[src/hdl/rli_pkg.sv]
package rli_pkg;

  localparam int CAPACITY_DEF = 32;
  localparam int RESULT_LIMIT = 32;
  localparam int SIZE_W       = 6;
  localparam int CMD_W        = 2;
  localparam int SYM_W        = 8;
  localparam int STATUS_W     = 2;

  typedef enum logic [CMD_W-1:0] {
    CMD_ADD    = 2'd0,
    CMD_DELETE = 2'd1,
    CMD_GET    = 2'd2,
    CMD_PRINT  = 2'd3
  } cmd_t;

  typedef enum logic [STATUS_W-1:0] {
    ST_ELEMENT = 2'd0,
    ST_INVALID = 2'd1,
    ST_FULL    = 2'd2,
    ST_EMPTY   = 2'd3
  } status_t;

endpackage

[src/hdl/rli_cmd_if.sv]
interface rli_cmd_if import rli_pkg::*; ();
  logic              valid;
  logic              ready;
  logic [CMD_W-1:0]  cmd;
  logic [SIZE_W-1:0] position;
  logic [SYM_W-1:0]  symbol;

  modport source (output valid, cmd, position, symbol, input ready);
  modport sink   (input valid, cmd, position, symbol, output ready);
endinterface

[src/hdl/rli_res_if.sv]
interface rli_res_if import rli_pkg::*; ();
  logic                valid;
  logic                ready;
  logic [STATUS_W-1:0] status;
  logic [SYM_W-1:0]    element;
  logic                last;

  modport source (output valid, status, element, last, input ready);
  modport sink   (input valid, status, element, last, output ready);
endinterface

[src/hdl/rli_ram.sv]
module rli_ram #(
  parameter int WIDTH = 8,
  parameter int DEPTH = 32
) (
  input  logic                                          clk,
  input  logic                                          we,
  input  logic [((DEPTH > 1) ? $clog2(DEPTH) : 1)-1:0]  waddr,
  input  logic [WIDTH-1:0]                              wdata,
  input  logic                                          re,
  input  logic [((DEPTH > 1) ? $clog2(DEPTH) : 1)-1:0]  raddr,
  output logic [WIDTH-1:0]                              rdata
);

  logic [WIDTH-1:0] mem [DEPTH];

  always_ff @(posedge clk) begin
    if (we) begin
      mem[waddr] <= wdata;
    end
    if (re) begin
      rdata <= mem[raddr];
    end
  end

endmodule

[src/hdl/ranked_list_insert_delete.sv]
// Add and delete shift entries one step at a time, each step a read (S_SH_RD) then a
//   write (S_SH_WR) through the single-port-pair entry RAM and one index adder.
// Get: read (S_RD), then result (S_EMIT); print: min(size,32) elements, read and emitted
//   in turn. Errors (full, invalid rank, empty print) go via S_STATUS. One item at a time.
// Reset (rst_n low, synchronous) clears size, sequencer and output valid;
//   the entry RAM is not cleared.
module ranked_list_insert_delete import rli_pkg::*; #(
  parameter int CAPACITY = CAPACITY_DEF
) (
  input  logic       clk,
  input  logic       rst_n,
  rli_cmd_if.sink    in_ch,
  rli_res_if.source  out_ch
);

  localparam int AW = (CAPACITY > 1) ? $clog2(CAPACITY) : 1;
  localparam logic [SIZE_W-1:0] CAP_V = SIZE_W'(CAPACITY);
  localparam logic [SIZE_W-1:0] LIM_V = SIZE_W'(RESULT_LIMIT);

  typedef enum logic [2:0] {
    S_IDLE,
    S_SH_RD,
    S_SH_WR,
    S_RD,
    S_EMIT,
    S_STATUS
  } state_t;

  state_t            state_r, state_nxt;
  logic [SIZE_W-1:0] size_r, size_nxt;
  logic [SIZE_W-1:0] idx_r, idx_nxt;
  logic [SIZE_W-1:0] stop_r, stop_nxt;
  logic              up_r, up_nxt;
  logic [SYM_W-1:0]  sym_r, sym_nxt;
  status_t           stat_r, stat_nxt;
  logic              out_valid_r, out_valid_nxt;
  status_t           out_status_r, out_status_nxt;
  logic [SYM_W-1:0]  out_element_r, out_element_nxt;
  logic              out_last_r, out_last_nxt;

  logic [SIZE_W-1:0] nbr;
  logic [SIZE_W-1:0] pos;
  logic [SIZE_W-1:0] pos_m1;
  logic [SIZE_W-1:0] print_cnt;
  logic              pos_bad_rd;
  logic              pos_bad_add;
  logic              acc;
  logic              out_free;

  logic              ram_we;
  logic [AW-1:0]     ram_waddr;
  logic [SYM_W-1:0]  ram_wdata;
  logic              ram_re;
  logic [AW-1:0]     ram_raddr;
  logic [SYM_W-1:0]  ram_rdata;

  rli_ram #(
    .WIDTH (SYM_W),
    .DEPTH (CAPACITY)
  ) u_ram (
    .clk   (clk),
    .we    (ram_we),
    .waddr (ram_waddr),
    .wdata (ram_wdata),
    .re    (ram_re),
    .raddr (ram_raddr),
    .rdata (ram_rdata)
  );

  assign in_ch.ready    = (state_r == S_IDLE);
  assign acc            = in_ch.valid && in_ch.ready;
  assign out_free       = !out_valid_r || out_ch.ready;
  assign nbr            = up_r ? (idx_r + SIZE_W'(1)) : (idx_r - SIZE_W'(1));
  assign pos            = in_ch.position;
  assign pos_m1         = pos - SIZE_W'(1);
  assign print_cnt      = (size_r < LIM_V) ? size_r : LIM_V;
  assign pos_bad_rd     = (pos == '0) || (pos > size_r);
  assign pos_bad_add    = (pos == '0) || ({1'b0, pos} > ({1'b0, size_r} + (SIZE_W+1)'(1)));

  always_comb begin
    state_nxt       = state_r;
    size_nxt        = size_r;
    idx_nxt         = idx_r;
    stop_nxt        = stop_r;
    up_nxt          = up_r;
    sym_nxt         = sym_r;
    stat_nxt        = stat_r;
    out_valid_nxt   = out_valid_r && !out_ch.ready;
    out_status_nxt  = out_status_r;
    out_element_nxt = out_element_r;
    out_last_nxt    = out_last_r;
    ram_we          = 1'b0;
    ram_waddr       = AW'(idx_r);
    ram_wdata       = ram_rdata;
    ram_re          = 1'b0;
    ram_raddr       = AW'(nbr);

    unique case (state_r)
      S_IDLE: begin
        if (acc) begin
          unique case (cmd_t'(in_ch.cmd))
            CMD_ADD: begin
              if (size_r == CAP_V) begin
                stat_nxt  = ST_FULL;
                state_nxt = S_STATUS;
              end else if (pos_bad_add) begin
                stat_nxt  = ST_INVALID;
                state_nxt = S_STATUS;
              end else begin
                idx_nxt   = size_r;
                stop_nxt  = pos_m1;
                up_nxt    = 1'b0;
                sym_nxt   = in_ch.symbol;
                state_nxt = S_SH_RD;
              end
            end
            CMD_DELETE: begin
              if (pos_bad_rd) begin
                stat_nxt  = ST_INVALID;
                state_nxt = S_STATUS;
              end else begin
                idx_nxt   = pos_m1;
                stop_nxt  = size_r - SIZE_W'(1);
                up_nxt    = 1'b1;
                state_nxt = S_SH_RD;
              end
            end
            CMD_GET: begin
              if (pos_bad_rd) begin
                stat_nxt  = ST_INVALID;
                state_nxt = S_STATUS;
              end else begin
                idx_nxt   = pos_m1;
                stop_nxt  = pos_m1;
                up_nxt    = 1'b1;
                state_nxt = S_RD;
              end
            end
            CMD_PRINT: begin
              if (size_r == '0) begin
                stat_nxt  = ST_EMPTY;
                state_nxt = S_STATUS;
              end else begin
                idx_nxt   = '0;
                stop_nxt  = print_cnt - SIZE_W'(1);
                up_nxt    = 1'b1;
                state_nxt = S_RD;
              end
            end
            default: state_nxt = S_IDLE;
          endcase
        end
      end
      S_SH_RD: begin
        if (idx_r == stop_r) begin
          if (up_r) begin
            size_nxt = size_r - SIZE_W'(1);
          end else begin
            ram_we    = 1'b1;
            ram_wdata = sym_r;
            size_nxt  = size_r + SIZE_W'(1);
          end
          state_nxt = S_IDLE;
        end else begin
          ram_re    = 1'b1;
          state_nxt = S_SH_WR;
        end
      end
      S_SH_WR: begin
        ram_we    = 1'b1;
        idx_nxt   = nbr;
        state_nxt = S_SH_RD;
      end
      S_RD: begin
        ram_re    = 1'b1;
        ram_raddr = AW'(idx_r);
        state_nxt = S_EMIT;
      end
      S_EMIT: begin
        if (out_free) begin
          out_valid_nxt   = 1'b1;
          out_status_nxt  = ST_ELEMENT;
          out_element_nxt = ram_rdata;
          out_last_nxt    = (idx_r == stop_r);
          if (idx_r == stop_r) begin
            state_nxt = S_IDLE;
          end else begin
            idx_nxt   = nbr;
            state_nxt = S_RD;
          end
        end
      end
      S_STATUS: begin
        if (out_free) begin
          out_valid_nxt   = 1'b1;
          out_status_nxt  = stat_r;
          out_element_nxt = '0;
          out_last_nxt    = 1'b1;
          state_nxt       = S_IDLE;
        end
      end
      default: state_nxt = S_IDLE;
    endcase
  end

  always_ff @(posedge clk) begin
    idx_r         <= idx_nxt;
    stop_r        <= stop_nxt;
    up_r          <= up_nxt;
    sym_r         <= sym_nxt;
    stat_r        <= stat_nxt;
    out_status_r  <= out_status_nxt;
    out_element_r <= out_element_nxt;
    out_last_r    <= out_last_nxt;
    if (!rst_n) begin
      state_r     <= S_IDLE;
      size_r      <= '0;
      out_valid_r <= 1'b0;
    end else begin
      state_r     <= state_nxt;
      size_r      <= size_nxt;
      out_valid_r <= out_valid_nxt;
    end
  end

  assign out_ch.valid   = out_valid_r;
  assign out_ch.status  = out_status_r;
  assign out_ch.element = out_element_r;
  assign out_ch.last    = out_last_r;

endmodule

[src/flat_wrapper.sv]
// flat-port wrapper written by rule: the top's interface ports become plain ports
module ranked_list_insert_delete_flat import rli_pkg::*;
#(
  parameter int CAPACITY = CAPACITY_DEF
)
  (clk, rst_n, in_ch_valid, in_ch_cmd, in_ch_position, in_ch_symbol, in_ch_ready, out_ch_valid, out_ch_status, out_ch_element, out_ch_last, out_ch_ready);
  rli_cmd_if in_ch_i ();
  rli_res_if out_ch_i ();
  input  logic clk;
  input  logic rst_n;
  input wire logic [$bits(in_ch_i.valid)-1:0] in_ch_valid;
  input wire logic [$bits(in_ch_i.cmd)-1:0] in_ch_cmd;
  input wire logic [$bits(in_ch_i.position)-1:0] in_ch_position;
  input wire logic [$bits(in_ch_i.symbol)-1:0] in_ch_symbol;
  output wire logic [$bits(in_ch_i.ready)-1:0] in_ch_ready;
  output wire logic [$bits(out_ch_i.valid)-1:0] out_ch_valid;
  output wire logic [$bits(out_ch_i.status)-1:0] out_ch_status;
  output wire logic [$bits(out_ch_i.element)-1:0] out_ch_element;
  output wire logic [$bits(out_ch_i.last)-1:0] out_ch_last;
  input wire logic [$bits(out_ch_i.ready)-1:0] out_ch_ready;
  assign in_ch_i.valid = in_ch_valid;
  assign in_ch_i.cmd = in_ch_cmd;
  assign in_ch_i.position = in_ch_position;
  assign in_ch_i.symbol = in_ch_symbol;
  assign in_ch_ready = in_ch_i.ready;
  assign out_ch_valid = out_ch_i.valid;
  assign out_ch_status = out_ch_i.status;
  assign out_ch_element = out_ch_i.element;
  assign out_ch_last = out_ch_i.last;
  assign out_ch_i.ready = out_ch_ready;
  ranked_list_insert_delete #(.CAPACITY(CAPACITY)) u_core (.clk(clk), .rst_n(rst_n), .in_ch(in_ch_i), .out_ch(out_ch_i));
endmodule
[config.mk]
export PLATFORM = sky130hd
export DESIGN_NAME = ranked_list_insert_delete_flat
export DESIGN_NICKNAME = d
export VERILOG_FILES = /design/src/hdl/rli_pkg.sv /design/src/hdl/rli_cmd_if.sv /design/src/hdl/rli_res_if.sv /design/src/hdl/rli_ram.sv /design/src/hdl/ranked_list_insert_delete.sv /design/src/flat_wrapper.sv
export SDC_FILE = /design/constraint.sdc
export NUM_CORES = 1
export LEC_CHECK = 0
export ABC_CLOCK_PERIOD_IN_PS = 3300
export BUFFER_PORTS_ARGS = -buffer_cell sky130_fd_sc_hd__buf_4
export CAP_MARGIN = 25
export CORE_MARGIN = 4
export CORE_UTILIZATION = 40
export CTS_CLUSTER_SIZE = 28
export DETAILED_ROUTE_END_ITERATION = 16
export GPL_TIMING_DRIVEN = 0
export HOLD_SLACK_MARGIN = 0.06
export PLACE_DENSITY = 0.55
export RECOVER_POWER = 25
export SLEW_MARGIN = 30
export SYNTH_ARGS = -nofsm -noshare
export SYNTH_HDL_FRONTEND = slang
export SYNTH_SLANG_ARGS = --single-unit
[constraint.sdc]
create_clock -name clk -period 3.3 [get_ports clk]
set_input_delay 0.99 -clock clk [delete_from_list [all_inputs] [get_ports clk]]
set_output_delay 0.99 -clock clk [all_outputs]
set_load 0.01 [all_outputs]
==> run_results.csv <==
group,metric,value,unit
grt,grtUsageTotal,21.4,%
finish,nets,1463,
synth,ys_async_sr_fraction,0,%
sta,setup_viol,0,
clock_network,clkLatencyLatePin,0.52,ns
synth,synth-xor-area-share,1.56,%
grt,top_usage_layer,"met2",
critical_path,startpoint_type,"register",
floorplan,dieArea,43900,um^2
drt,viasPerCell,5.89,
floorplan,dieWidth,209,um
drt,initialDrtViolationCount,956,
critical_path,crit_type,"register to register",
synth,syn_nets,1389,
min_path,min_path_cells,2,
synth,synth_cell_type_count,71,
synth,synth_top_area_share,55.1,%
sta,clock_skew,0.0149,ns
pwr,sw_frac_of_total,32.2,%
sta,relSlewSlack,32.6,%
synth,synth_cells,1341,
synth,syn_area,16200,um^2
critical_path,reg2reg_depth,11,
floorplan,start_util,40.7,%
grt,grt_max_degree,33,
clock_network,path_clk_slew,0.06,ns
grt,globalRouteMet3Util,3.09,%
sta,hold_viol_final,0,
pwr,power.switching,3930,uW
clock_network,ctsHtreeMaxLevel,2,
synth,synth_seq_area_share,56.3,%
synth,synthAdderAreaFrac,2.20,%
grt,antenna_found_initial,0,
critical_path,crit_arrival,3.50,ns
pwr,p_leak,0.00650,uW
clock_network,clock_sinks,308,
finish,drive_gt1_share,15.3,%
drt,first_pass_iters,5,
synth,syn_area_per_cell,12.1,um^2
drt,drc_errors,0,
sta,period_share,98.1,%
sta,fin_tns_setup,0,ns
finish,antenna_cells,0,
floorplan,fp.coreArea,39900,um^2
grt,grt_pass1_vias,11500,
job,cap_violations,0,
clock_network,cts_buffers,36,
synth,synth-main-ff-cell,"edfxtp_1",
pwr,intPower,8270,uW
synth,muxShareOfSynthArea,12.9,%
synth,synth-seq-cells,308,
pwr,p_seq_share,38.3,%
synth,synth_compound_area_share,11.4,%
pwr,ir_drop,0.347,mV
synth,post_synth_main_area_contributors,"edfxtp_1, mux2i_1, nand2_1",
drt,ant_nets,0,
synth,yosys.area.top_type,"edfxtp_1",
sta,rsz0062_at_grt,"true",
drt,drt_wl_total,48200,um
floorplan,rows,73,
sta,slew_viol_final,0,
pwr,clkPwrFrac,32.2,%
grt,overflow,0,
run_status,outcome,"complete, no violations",
drt,post_drt_wl_per_cell,24.5,um
sta,worst_pin_slew,1.01,ns
clock_network,clockBufferDepth,3,
finish,synthToLayoutAreaGrowth,14.9,%
grt,grtUsageMet2,34.0,%
floorplan,io_pins,33,
grt,grt_pass1_wl,72000,um
grt,met1_usage,30.1,%
synth,synth_top_family_by_area,"multiplexers",
drt,vias,11600,
pwr,power.density,654,nW/um^2
clock_network,cts_tree,"built",
sta,fmax,309,MHz
critical_path,cp.required,3.56,ns
sta,fin_crit,3.24,ns
floorplan,die_h,209,um
finish,final_area,18700,um^2
placement,gp_congestion,0.912,
placement,portBuffers,32,
placement,place_area,17200,um^2
placement,hpwl,33100,um
critical_path,cp-end-kind,"register",
finish,fin_util,46.7,%
synth,yosysWarnings,0,
critical_path,cp_max_fo,10,
synth,synth_edf_count,298,
synth,synthSimpleGateAreaFrac,12.4,%
pwr,power_frac_comb,29.5,%
clock_network,cts-root-buf,"clkbuf_16",
min_path,hold_class,"register to register",
## area by class of cell
class | instances | area, um^2
inverter | 21 | 82.6
multi-input combinational | 919 | 6810
tap | 525 | 657
buffer | 93 | 534
fill | 3640 | 21300
sequential | 308 | 9150
clock inverter | 18 | 188
clock buffer | 45 | 956
timing repair buffer | 36 | 275
## routing by layer
| layer | wire length, um | up-vias |
|---|---|---|
| met1 | 21300 | 5786 |
| li1 | - | 5271 |
| met3 | 3100 | 95 |
| met5 | 0 | - |
| met4 | 1860 | 0 |
| met2 | 21900 | 413 |
## critical path: stages, from the launching register on
cell,delay [ns]
edfxtp_1,0.36
clkbuf_8,0.19
clkinvlp_4,0.17
ha_2,0.37
xnor2_4,0.29
buf_6,0.21
buf_6,0.20
mux2i_2,0.24
a21oi_1,0.11
a32oi_2,0.28
nand3_1,0.20
and4_2,0.34
## path summary, 6_finish.rpt
kind / startpoint / end / slack [ns]
setup / recovery: u_core.up_r / u_core.u_ram.rdata[3] / 0.06
hold / removal: u_core.out_ch.valid / u_core.out_ch.valid / 0.54
setup reg to reg: u_core.up_r / u_core.u_ram.rdata[3] / 0.06
hold reg to reg: u_core.out_ch.valid / u_core.out_ch.valid / 0.54
## power by group through the flow
stage / clock, uW / combinational [uW] / sequential (uW)
floorplan: 0 / 2160 / 4740
global placement: 0 / 3290 / 4750
detailed placement: 0 / 3320 / 4750
CTS: 3980 / 3500 / 4670
global route: 4150 / 3800 / 4680
finish: 3920 / 3600 / 4670
## layout by cell type (no fill, tap or decap), types with 7 or more instances in the layout
cell type,synthesis,layout
nand3_1,42,41
xnor2_1,18,17
ha_1,27,26
a32oi_2,0,9
nor2b_1,70,70
buf_6,2,12
and2_1,15,14
buf_2,48,34
dfxtp_1,10,9
a32oi_1,64,55
a21oi_1,72,72
buf_4,7,34
clkbuf_16,0,37
mux2_2,10,10
a211oi_1,66,66
nand2_1,162,162
edfxtp_1,298,298
clkbuf_4,0,9
nor3_1,8,8
nor2_2,0,19
mux2i_1,196,195
xor2_1,9,9
clkbuf_1,34,40
o21a_1,7,7
inv_1,20,19
clkinv_1,1,8
and4_1,8,7
nor2_1,55,36
## through the flow
stage                     cells  power, uW  hold WS, ns  worst slack (ns)
after floorplan            1341       6900        0.518            0.0796
after global placement     1898       8040        0.523            -0.643
after detailed placement   1898       8080        0.535            -0.731
after CTS                  1961      12200        0.545           0.00244
after global routing       1965      12600        0.564          -0.00347
final                      1965      12200        0.536            0.0630
## state kept, by name (all words and copies together) (netlist names)
register	count
u_core.idx_r	6
u_core.out_ch.element	8
u_core.out_ch.last	1
u_core.out_ch.status	2
u_core.out_ch.valid	1
u_core.size_r	6
u_core.stat_r	2
u_core.state_r	3
u_core.stop_r	6
u_core.sym_r	8
u_core.u_ram.mem	256
u_core.u_ram.rdata	8
u_core.up_r	1
## Yosys cell counts (all sizes together), types with 6 or more instances
| cell type | n |
|---|---|
| nand3 | 45 |
| dfxtp | 10 |
| inv | 20 |
| nand2b | 6 |
| nor3 | 9 |
| nor2b | 70 |
| a21oi | 74 |
| mux2 | 10 |
| edfxtp | 298 |
| nor2 | 56 |
| nand2 | 165 |
| xnor2 | 18 |
| clkbuf | 34 |
| buf | 59 |
| o21a | 7 |
| mux2i | 197 |
| o21ai | 6 |
| a211oi | 67 |
| nor4 | 6 |
| a32oi | 64 |
| and2 | 15 |
| ha | 27 |
| xor2 | 10 |
| and4 | 8 |
## kinds of logic after synthesis
kind of cell,Yosys count
xor+xnor,28
compound gates,255
flops,308
buf+inv,114
fa+ha+maj,28
simple gates,401
mux,207
## timing repair
action | CTS | global route
hold endpoints to repair | 0 | 0
setup endpoints to repair | 28 | 51
pin swaps | 3 | 4
hold buffers | 0 | 0
setup buffers | 0 | 3
resized for setup | 48 | 21
gates cloned | 0 | 1
(Power assumes the default switching activity.)
